## config.mk

```make
export PLATFORM = sky130hd
export DESIGN_NAME = lin_master_frame_builder_top
export DESIGN_NICKNAME = d
export VERILOG_FILES = /design/src/design/lmfb_pkg.sv /design/src/design/lmfb_front.sv /design/src/design/lmfb_queue.sv /design/src/design/lmfb_back.sv /design/src/design/lin_master_frame_builder_top.sv
export SDC_FILE = /design/constraint.sdc
export NUM_CORES = 1
export LEC_CHECK = 0
export ABC_AREA = 1
export BUFFER_PORTS_ARGS = -buffer_cell sky130_fd_sc_hd__buf_2
export CORE_UTILIZATION = 35
export CTS_BUF_LIST = sky130_fd_sc_hd__clkbuf_4
export DETAILED_ROUTE_END_ITERATION = 12
export GPL_TIMING_DRIVEN = 0
export PLACE_DENSITY = 0.6
export SLEW_MARGIN = 20
export SYNTH_ARGS = -nofsm -noshare
export SYNTH_HDL_FRONTEND = slang
export SYNTH_SLANG_ARGS = --single-unit
```

## constraint.sdc

```tcl
create_clock -name clk -period 9.2 [get_ports clk]
set_input_delay 0.92 -clock clk [delete_from_list [all_inputs] [get_ports clk]]
set_output_delay 0.92 -clock clk [all_outputs]
set_load 0.02 [all_outputs]
```

## src/design/lmfb_pkg.sv

```systemverilog
// Shared types, constants and the helper function of the LIN master frame builder.
`timescale 1ns / 1ps
`default_nettype none

package lmfb_pkg;

	localparam int ID_W        = 8;
	localparam int LEN_W       = 4;
	localparam int PAYLOAD_W   = 64;
	localparam int BYTE_W      = 8;
	localparam int S_TDATA_W   = 80;
	localparam int USER_W      = 2;
	localparam int MAX_DATA    = 8;
	localparam int QUEUE_DEPTH = 2;

	localparam logic [BYTE_W-1:0] SYNC_BYTE  = 8'h55;
	localparam logic [BYTE_W-1:0] BREAK_BYTE = 8'h00;
	localparam logic [ID_W-1:0]   ID_MAX     = 8'h3f;

	localparam int USER_BREAK = 0;
	localparam int USER_BAD   = 1;

	typedef struct packed {
		logic                 bad;
		logic [BYTE_W-1:0]    pid;
		logic [LEN_W-1:0]     len;
		logic [PAYLOAD_W-1:0] payload;
	} req_t;

	function automatic logic [BYTE_W-1:0] protect_id(input logic [5:0] id);
		logic p0;
		logic p1;
		p0 = id[0] ^ id[1] ^ id[2] ^ id[4];
		p1 = ~(id[1] ^ id[3] ^ id[4] ^ id[5]);
		return {p1, p0, id};
	endfunction

endpackage

`default_nettype wire

```

## src/design/lmfb_front.sv

```systemverilog
// Front end: checks the identifier, adds parity and clamps the data length.
`timescale 1ns / 1ps
`default_nettype none

module lmfb_front #(
	parameter int MAX_DATA = lmfb_pkg::MAX_DATA
) (
	input  wire logic [lmfb_pkg::ID_W-1:0]      frame_id,
	input  wire logic [lmfb_pkg::LEN_W-1:0]     data_len,
	input  wire logic [lmfb_pkg::PAYLOAD_W-1:0] payload,
	output lmfb_pkg::req_t                      req
);

	localparam logic [lmfb_pkg::LEN_W-1:0] LEN_MAX = lmfb_pkg::LEN_W'(MAX_DATA);

	always_comb begin
		req.bad     = frame_id > lmfb_pkg::ID_MAX;
		req.pid     = lmfb_pkg::protect_id(frame_id[5:0]);
		req.len     = (data_len > LEN_MAX) ? LEN_MAX : data_len;
		req.payload = payload;
	end

endmodule

`default_nettype wire

```

## src/design/lmfb_queue.sv

```systemverilog
// Short request queue between the front end and the serializer.
`timescale 1ns / 1ps
`default_nettype none

module lmfb_queue #(
	parameter int DEPTH = lmfb_pkg::QUEUE_DEPTH
) (
	input  wire logic     clk,
	input  wire logic     arst_n,
	input  wire logic     push,
	input  wire lmfb_pkg::req_t push_data,
	output logic          full,
	input  wire logic     pop,
	output logic          nonempty,
	output lmfb_pkg::req_t head
);

	localparam int PW = (DEPTH > 1) ? $clog2(DEPTH) : 1;
	localparam int CW = $clog2(DEPTH + 1);
	localparam logic [PW-1:0] LAST_PTR = PW'(DEPTH - 1);

	lmfb_pkg::req_t entry_q [DEPTH];
	logic [PW-1:0] wr_ptr_q;
	logic [PW-1:0] rd_ptr_q;
	logic [CW-1:0] count_q;

	assign full     = count_q == CW'(DEPTH);
	assign nonempty = count_q != '0;
	assign head     = entry_q[rd_ptr_q];

	always_ff @(posedge clk or negedge arst_n) begin
		if (!arst_n) begin
			wr_ptr_q <= '0;
			rd_ptr_q <= '0;
			count_q  <= '0;
		end else begin
			if (push) begin
				wr_ptr_q <= (wr_ptr_q == LAST_PTR) ? '0 : wr_ptr_q + PW'(1);
			end
			if (pop) begin
				rd_ptr_q <= (rd_ptr_q == LAST_PTR) ? '0 : rd_ptr_q + PW'(1);
			end
			if (push && !pop) begin
				count_q <= count_q + CW'(1);
			end else if (pop && !push) begin
				count_q <= count_q - CW'(1);
			end
		end
	end

	always_ff @(posedge clk) begin
		if (push) begin
			entry_q[wr_ptr_q] <= push_data;
		end
	end

	a_no_overflow: assert property (@(posedge clk) disable iff (!arst_n)
		full |-> !push) else $error("queue written while full");
	a_no_underflow: assert property (@(posedge clk) disable iff (!arst_n)
		!nonempty |-> !pop) else $error("queue read while empty");
	a_count_range: assert property (@(posedge clk) disable iff (!arst_n)
		count_q <= CW'(DEPTH)) else $error("queue count out of range");

endmodule

`default_nettype wire

```

## src/design/lmfb_back.sv

```systemverilog
// Serializer: emits the frame bytes one beat per cycle while the output is not stalled and builds the checksum.
`timescale 1ns / 1ps
`default_nettype none

module lmfb_back #(
	parameter int MAX_DATA = lmfb_pkg::MAX_DATA
) (
	input  wire logic                          clk,
	input  wire logic                          arst_n,
	input  wire logic                          q_nonempty,
	input  wire lmfb_pkg::req_t                q_head,
	output logic                               q_pop,
	output logic                               m_tvalid,
	input  wire logic                          m_tready,
	output logic [lmfb_pkg::BYTE_W-1:0]        m_tdata,
	output logic [lmfb_pkg::USER_W-1:0]        m_tuser,
	output logic                               m_tlast
);

	localparam int CW = $clog2(MAX_DATA + 4);
	localparam logic [CW-1:0] SLOT_BREAK = CW'(0);
	localparam logic [CW-1:0] SLOT_SYNC  = CW'(1);
	localparam logic [CW-1:0] SLOT_PID   = CW'(2);
	localparam logic [CW-1:0] SLOT_DATA  = CW'(3);

	logic                              busy_q;
	logic [CW-1:0]                     slot_q;
	logic [lmfb_pkg::BYTE_W-1:0]       sum_q;
	logic [lmfb_pkg::PAYLOAD_W-1:0]    data_q;
	logic                              bad_q;
	logic [lmfb_pkg::BYTE_W-1:0]       pid_q;
	logic [lmfb_pkg::LEN_W-1:0]        len_q;

	logic                              out_valid_q;
	logic [lmfb_pkg::BYTE_W-1:0]       out_byte_q;
	logic                              out_brk_q;
	logic                              out_bad_q;
	logic                              out_last_q;

	logic                              adv;
	logic                              load;
	logic                              last_beat;
	logic                              data_beat;
	logic [CW-1:0]                     cks_slot;
	logic [lmfb_pkg::BYTE_W-1:0]       beat_byte;
	logic                              beat_brk;
	logic [lmfb_pkg::BYTE_W:0]         sum_wide;

	assign cks_slot  = CW'(len_q) + SLOT_DATA;
	assign data_beat = !bad_q && (slot_q >= SLOT_DATA) && (slot_q < cks_slot);
	assign last_beat = bad_q || ((len_q == '0) ? (slot_q == SLOT_PID) : (slot_q == cks_slot));
	assign sum_wide  = {1'b0, sum_q} + {1'b0, data_q[lmfb_pkg::BYTE_W-1:0]};

	always_comb begin
		beat_brk = 1'b0;
		if (bad_q) begin
			beat_byte = '0;
		end else if (slot_q == SLOT_BREAK) begin
			beat_byte = lmfb_pkg::BREAK_BYTE;
			beat_brk  = 1'b1;
		end else if (slot_q == SLOT_SYNC) begin
			beat_byte = lmfb_pkg::SYNC_BYTE;
		end else if (slot_q == SLOT_PID) begin
			beat_byte = pid_q;
		end else if (data_beat) begin
			beat_byte = data_q[lmfb_pkg::BYTE_W-1:0];
		end else begin
			beat_byte = ~sum_q;
		end
	end

	assign adv   = busy_q && (!out_valid_q || m_tready);
	assign load  = q_nonempty && (!busy_q || (adv && last_beat));
	assign q_pop = load;

	always_ff @(posedge clk or negedge arst_n) begin
		if (!arst_n) begin
			busy_q      <= 1'b0;
			out_valid_q <= 1'b0;
		end else begin
			if (adv) begin
				out_valid_q <= 1'b1;
				if (last_beat) begin
					busy_q <= 1'b0;
				end
			end else if (out_valid_q && m_tready) begin
				out_valid_q <= 1'b0;
			end
			if (load) begin
				busy_q <= 1'b1;
			end
		end
	end

	always_ff @(posedge clk) begin
		if (adv) begin
			out_byte_q <= beat_byte;
			out_brk_q  <= beat_brk;
			out_bad_q  <= bad_q;
			out_last_q <= last_beat;
			slot_q     <= slot_q + CW'(1);
			if (data_beat) begin
				data_q <= data_q >> lmfb_pkg::BYTE_W;
				sum_q  <= sum_wide[lmfb_pkg::BYTE_W-1:0]
					+ lmfb_pkg::BYTE_W'(sum_wide[lmfb_pkg::BYTE_W]);
			end
		end
		if (load) begin
			bad_q  <= q_head.bad;
			pid_q  <= q_head.pid;
			len_q  <= q_head.len;
			data_q <= q_head.payload;
			slot_q <= '0;
			sum_q  <= '0;
		end
	end

	assign m_tvalid = out_valid_q;
	assign m_tdata  = out_byte_q;
	assign m_tuser  = {out_bad_q, out_brk_q};
	assign m_tlast  = out_last_q;

	a_bad_is_last: assert property (@(posedge clk) disable iff (!arst_n)
		out_valid_q && out_bad_q |-> out_last_q && !out_brk_q)
		else $error("error beat must end its request");
	a_break_first: assert property (@(posedge clk) disable iff (!arst_n)
		adv && beat_brk |-> !last_beat && slot_q == SLOT_BREAK)
		else $error("break slot out of place");
	a_slot_range: assert property (@(posedge clk) disable iff (!arst_n)
		busy_q |-> slot_q <= cks_slot)
		else $error("slot counter ran past the checksum");
	a_load_refills: assert property (@(posedge clk) disable iff (!arst_n)
		load |=> busy_q && slot_q == SLOT_BREAK)
		else $error("request not taken up after load");

endmodule

`default_nettype wire

```

## src/design/lin_master_frame_builder_top.sv

```systemverilog
// Top level of the LIN master frame builder.
// Each request beat (identifier, length, payload) becomes the byte stream of one LIN
// master frame: a break slot flagged in tuser, the sync byte, the protected identifier,
// the payload bytes and the inverted classic checksum, with tlast on the final byte.
// A length above MAX_DATA is clamped; an identifier above 63 yields one error beat.
// The serializer sends one byte per cycle while the output is not stalled; with length zero
// the identifier byte is the last (no checksum). Requests queue ahead of it, and the next
// frame follows the previous last byte without a gap if it is queued and the output does not stall.
`timescale 1ns / 1ps
`default_nettype none

module lin_master_frame_builder_top #(
	parameter int MAX_DATA    = lmfb_pkg::MAX_DATA,
	parameter int QUEUE_DEPTH = lmfb_pkg::QUEUE_DEPTH
) (
	input  wire logic                            clk,
	input  wire logic                            arst_n,
	input  wire logic                            s_tvalid,
	output logic                                 s_tready,
	// frame_id [7:0], data_len [11:8], payload [75:12], zero [79:76]
	input  wire logic [lmfb_pkg::S_TDATA_W-1:0]  s_tdata,
	output logic                                 m_tvalid,
	input  wire logic                            m_tready,
	// out_byte [7:0]
	output logic [lmfb_pkg::BYTE_W-1:0]          m_tdata,
	// is_break [0], bad_id [1]
	output logic [lmfb_pkg::USER_W-1:0]          m_tuser,
	output logic                                 m_tlast
);

	lmfb_pkg::req_t req;
	lmfb_pkg::req_t q_head;
	logic           q_full;
	logic           q_nonempty;
	logic           q_pop;
	logic           push;

	assign s_tready = !q_full;
	assign push     = s_tvalid && !q_full;

	lmfb_front #(
		.MAX_DATA(MAX_DATA)
	) u_front (
		.frame_id (s_tdata[7:0]),
		.data_len (s_tdata[11:8]),
		.payload  (s_tdata[75:12]),
		.req      (req)
	);

	lmfb_queue #(
		.DEPTH(QUEUE_DEPTH)
	) u_queue (
		.clk       (clk),
		.arst_n    (arst_n),
		.push      (push),
		.push_data (req),
		.full      (q_full),
		.pop       (q_pop),
		.nonempty  (q_nonempty),
		.head      (q_head)
	);

	lmfb_back #(
		.MAX_DATA(MAX_DATA)
	) u_back (
		.clk        (clk),
		.arst_n     (arst_n),
		.q_nonempty (q_nonempty),
		.q_head     (q_head),
		.q_pop      (q_pop),
		.m_tvalid   (m_tvalid),
		.m_tready   (m_tready),
		.m_tdata    (m_tdata),
		.m_tuser    (m_tuser),
		.m_tlast    (m_tlast)
	);

endmodule

`default_nettype wire

```

==> results.txt <==
TritonRoute pass-1 iters: 4
vias in the first global route: 6929
RR Startpoint: u_back.len_q[0]
worst skew pair latency: 0.66 ns
path type of the worst setup path: reg -> reg
cell count after synthesis: 970
worst endpoint data arrival time: 3.18 ns
commonest non-fill, non-tap cell in the layout: nand2_1
largest net degree at the start of global routing: 46
CP bufs+invs: 5
GP Congestion: 0.847
warnings from Yosys: 0
max-slew violations: 0
setup TNS: 0 ns
Iteration-0 DRC Markers: 312
post-synthesis cell type count: 35
clock skew: 0.0392 ns
row count: 64
CTS tree: yes
post-CTS sizing: 0
Die Ht: 178 µm
Hold-fix buffers, CTS: 0
Chip Width: 178 µm
share of layout cells above drive strength 1: 0.205
Initial Utilization: 0.355
final setup fails: 0
Fin. Hold Viols: 0
Tmin final: 2.87 ns
Reg-to-Reg End: u_back.data_q[39]
reg2reg setup slack: 6.33 ns
Critical Path End Type: flip-flop
CTS max path bufs: 3
Crit path largest cell delay: 0.34 ns
CP max stage cell: edfxtp_1
RSZ-0062 raised after global routing: no
Slew @ Worst Pin: 0.630 ns
Detail Route Antenna Nets: 0
Yosys reg bits: 260
Vias: 6981
Post-DP Area: 12000 µm²
leak pwr: 5.57 nW
clock tree root driver cell: clkbuf_4
Mapped Area: 10900 µm²
Power Dens Cells: 359 nW/µm²
end of the critical path: u_back.data_q[39]
Hold WC Path Type: in -> async
most frequent cells in the layout: 476 x nand2_1, 242 x edfxtp_1, 101 x buf_2
register area share after synthesis: 0.705
Fill cells: 2962
vias per cell: 4.40
reg2reg path depth: 15
Crit path max-delay family: simple AND/OR/NAND/NOR gates
CP Cell Sequence: inv_1 -> ha_1 -> xor2_1 -> ha_1 -> nand2_1 -> inv_1 -> nand4_1 -> nand3_2 -> nand2_1 -> nand2_2 -> nand2_4 -> buf_6 -> buf_6 -> nand2_4 -> buf_16
fin area: 12900 µm²
Peak VDD IR: 0.000220 V
total grt overflow: 0
WL/cell: 13.7 µm
CP Data Required Time: 9.52 ns
Die ar.: 31700 µm²
Post-CTS Setup Repair Bufs: 0
DRC viols: 0
status: complete, no violations
# IOs: 97
clock slew at reported path FFs: 0.06 ns
clock sink count: 260
Max Clock Freq: 349 MHz
Placeable Area: 30600 µm²
Routed WL: 21.7 mm
Net Count, Synth: 1075
H-tree Lvls: 3
Worst Setup SP: u_back.len_q[0]
# nets final: 1246
count of input and output buffers: 92
Slew headroom: 0.579
Layout area overhead: 18.9%
max_cap viols: 0
Global Route Usage Sum: 0.143
average size of a mapped cell: 11.2 µm²
final period utilization: 0.312
worst-path fanout max: 45
Critical Path Stages: 15
first-pass GRT wire length: 34.5 mm
Num CTS Buffers: 69
HPWL after DPL: 15.1 mm
initial antenna violation count: 2
Setup crit start kind: flip-flop
## worst min path at each step
| stage | startpoint | end | depth (start not counted) |
|---|---|---|---|
| detailed placement | u_queue.count_q[0] | u_queue.count_q[0] | 1 |
| finish | arst_n | u_back.busy_q | 1 |
| CTS | arst_n | u_back.busy_q | 1 |
| global route | arst_n | u_back.busy_q | 1 |
| floorplan | u_queue.count_q[0] | u_queue.count_q[0] | 1 |
| global placement | u_queue.count_q[0] | u_queue.count_q[0] | 1 |
## synthesized netlist by cell type
cell type / number / share of area
nand2_1: 477 / 0.16
edfxtp_1: 242 / 0.67
inv_1: 44 / 0.015
nor2_1: 36 / 0.012
ha_1: 20 / 0.023
nand3_1: 19 / 0.0088
a21oi_1: 14 / 0.0065
clkbuf_1: 14 / 0.0048
dfxtp_1: 12 / 0.022
o21ai_0: 12 / 0.0055
buf_2: 9 / 0.0041
a21oi_2: 7 / 0.0056
xnor2_1: 7 / 0.0056
xor2_1: 7 / 0.0056
dfrtp_1: 6 / 0.014
buf_4: 5 / 0.0035
buf_6: 5 / 0.0052
a31oi_1: 4 / 0.0023
inv_2: 4 / 0.0014
o211ai_1: 4 / 0.0028
nand3_2: 3 / 0.0028
nand4_1: 3 / 0.0017
buf_1: 2 / 0.00069
nand2_4: 2 / 0.0021
o21a_1: 2 / 0.0014
a21boi_0: 1 / 0.00069
a21o_1: 1 / 0.00069
clkinv_1: 1 / 0.00035
fa_1: 1 / 0.0018
inv_4: 1 / 0.00058
nand2_2: 1 / 0.00058
nand3b_1: 1 / 0.00069
nor2_8: 1 / 0.0018
o21bai_1: 1 / 0.00069
or2_2: 1 / 0.00058
## routing by layer
layer	track usage	share of wire	wire (µm)	vias to the layer above
met5	0	0	0	-
met1	0.172	0.44	9510	3189
met3	0.0328	0.045	971	44
li1	-	-	-	3607
met2	0.244	0.49	10700	141
met4	0.0627	0.022	487	0
## state kept, by name, indices dropped and copies added, names as in the netlist, 2 cells and up
signal,flops
u_queue.entry_q,154
u_back.data_q,64
u_back.m_tdata,8
u_back.pid_q,8
u_back.sum_q,8
u_back.len_q,4
u_back.slot_q,4
u_queue.count_q,2
## layout make-up
cell class / instances / area [µm²] / area share
well taps: 396 / 495 / 0.0384
inverters: 50 / 190 / 0.0147
multi-input cells: 625 / 2830 / 0.219
diodes: 3 / 7.51 / 0.000582
flip-flops and latches: 260 / 7660 / 0.593
clock inverters: 25 / 178 / 0.0138
repair buffers: 100 / 661 / 0.0512
plain buffers: 35 / 199 / 0.0154
clock buffers: 92 / 691 / 0.0535
## where the power goes
| part | internal (mW) | switching, mW |
|---|---|---|
| Clock | 0.549 | 0.455 |
| Combinational | 0.520 | 1.10 |
| Sequential | 1.88 | 0.130 |
## through the flow
step / total power [mW] / worst slack (ns) / hold WS, ns / instances / utilization
floorplan: 3.15 / 4.44 / 0.446 / 970 / -
global placement: 3.63 / 2.21 / 0.461 / 1458 / 0.386
detailed placement: 3.69 / 6.05 / 0.466 / 1466 / 0.393
CTS: 4.71 / 6.29 / 0.0552 / 1583 / 0.422
global route: 5.00 / 6.13 / 0.0616 / 1584 / 0.422
finish: 4.64 / 6.33 / 0.0975 / 1586 / 0.422
## cell families after synthesis
family	synth area share
xor+xnor	0.0113
buf+inv	0.0358
compound gates	0.0262
fa+ha+maj	0.0249
simple gates	0.196
flops	0.705
(Power assumes the default switching activity.)
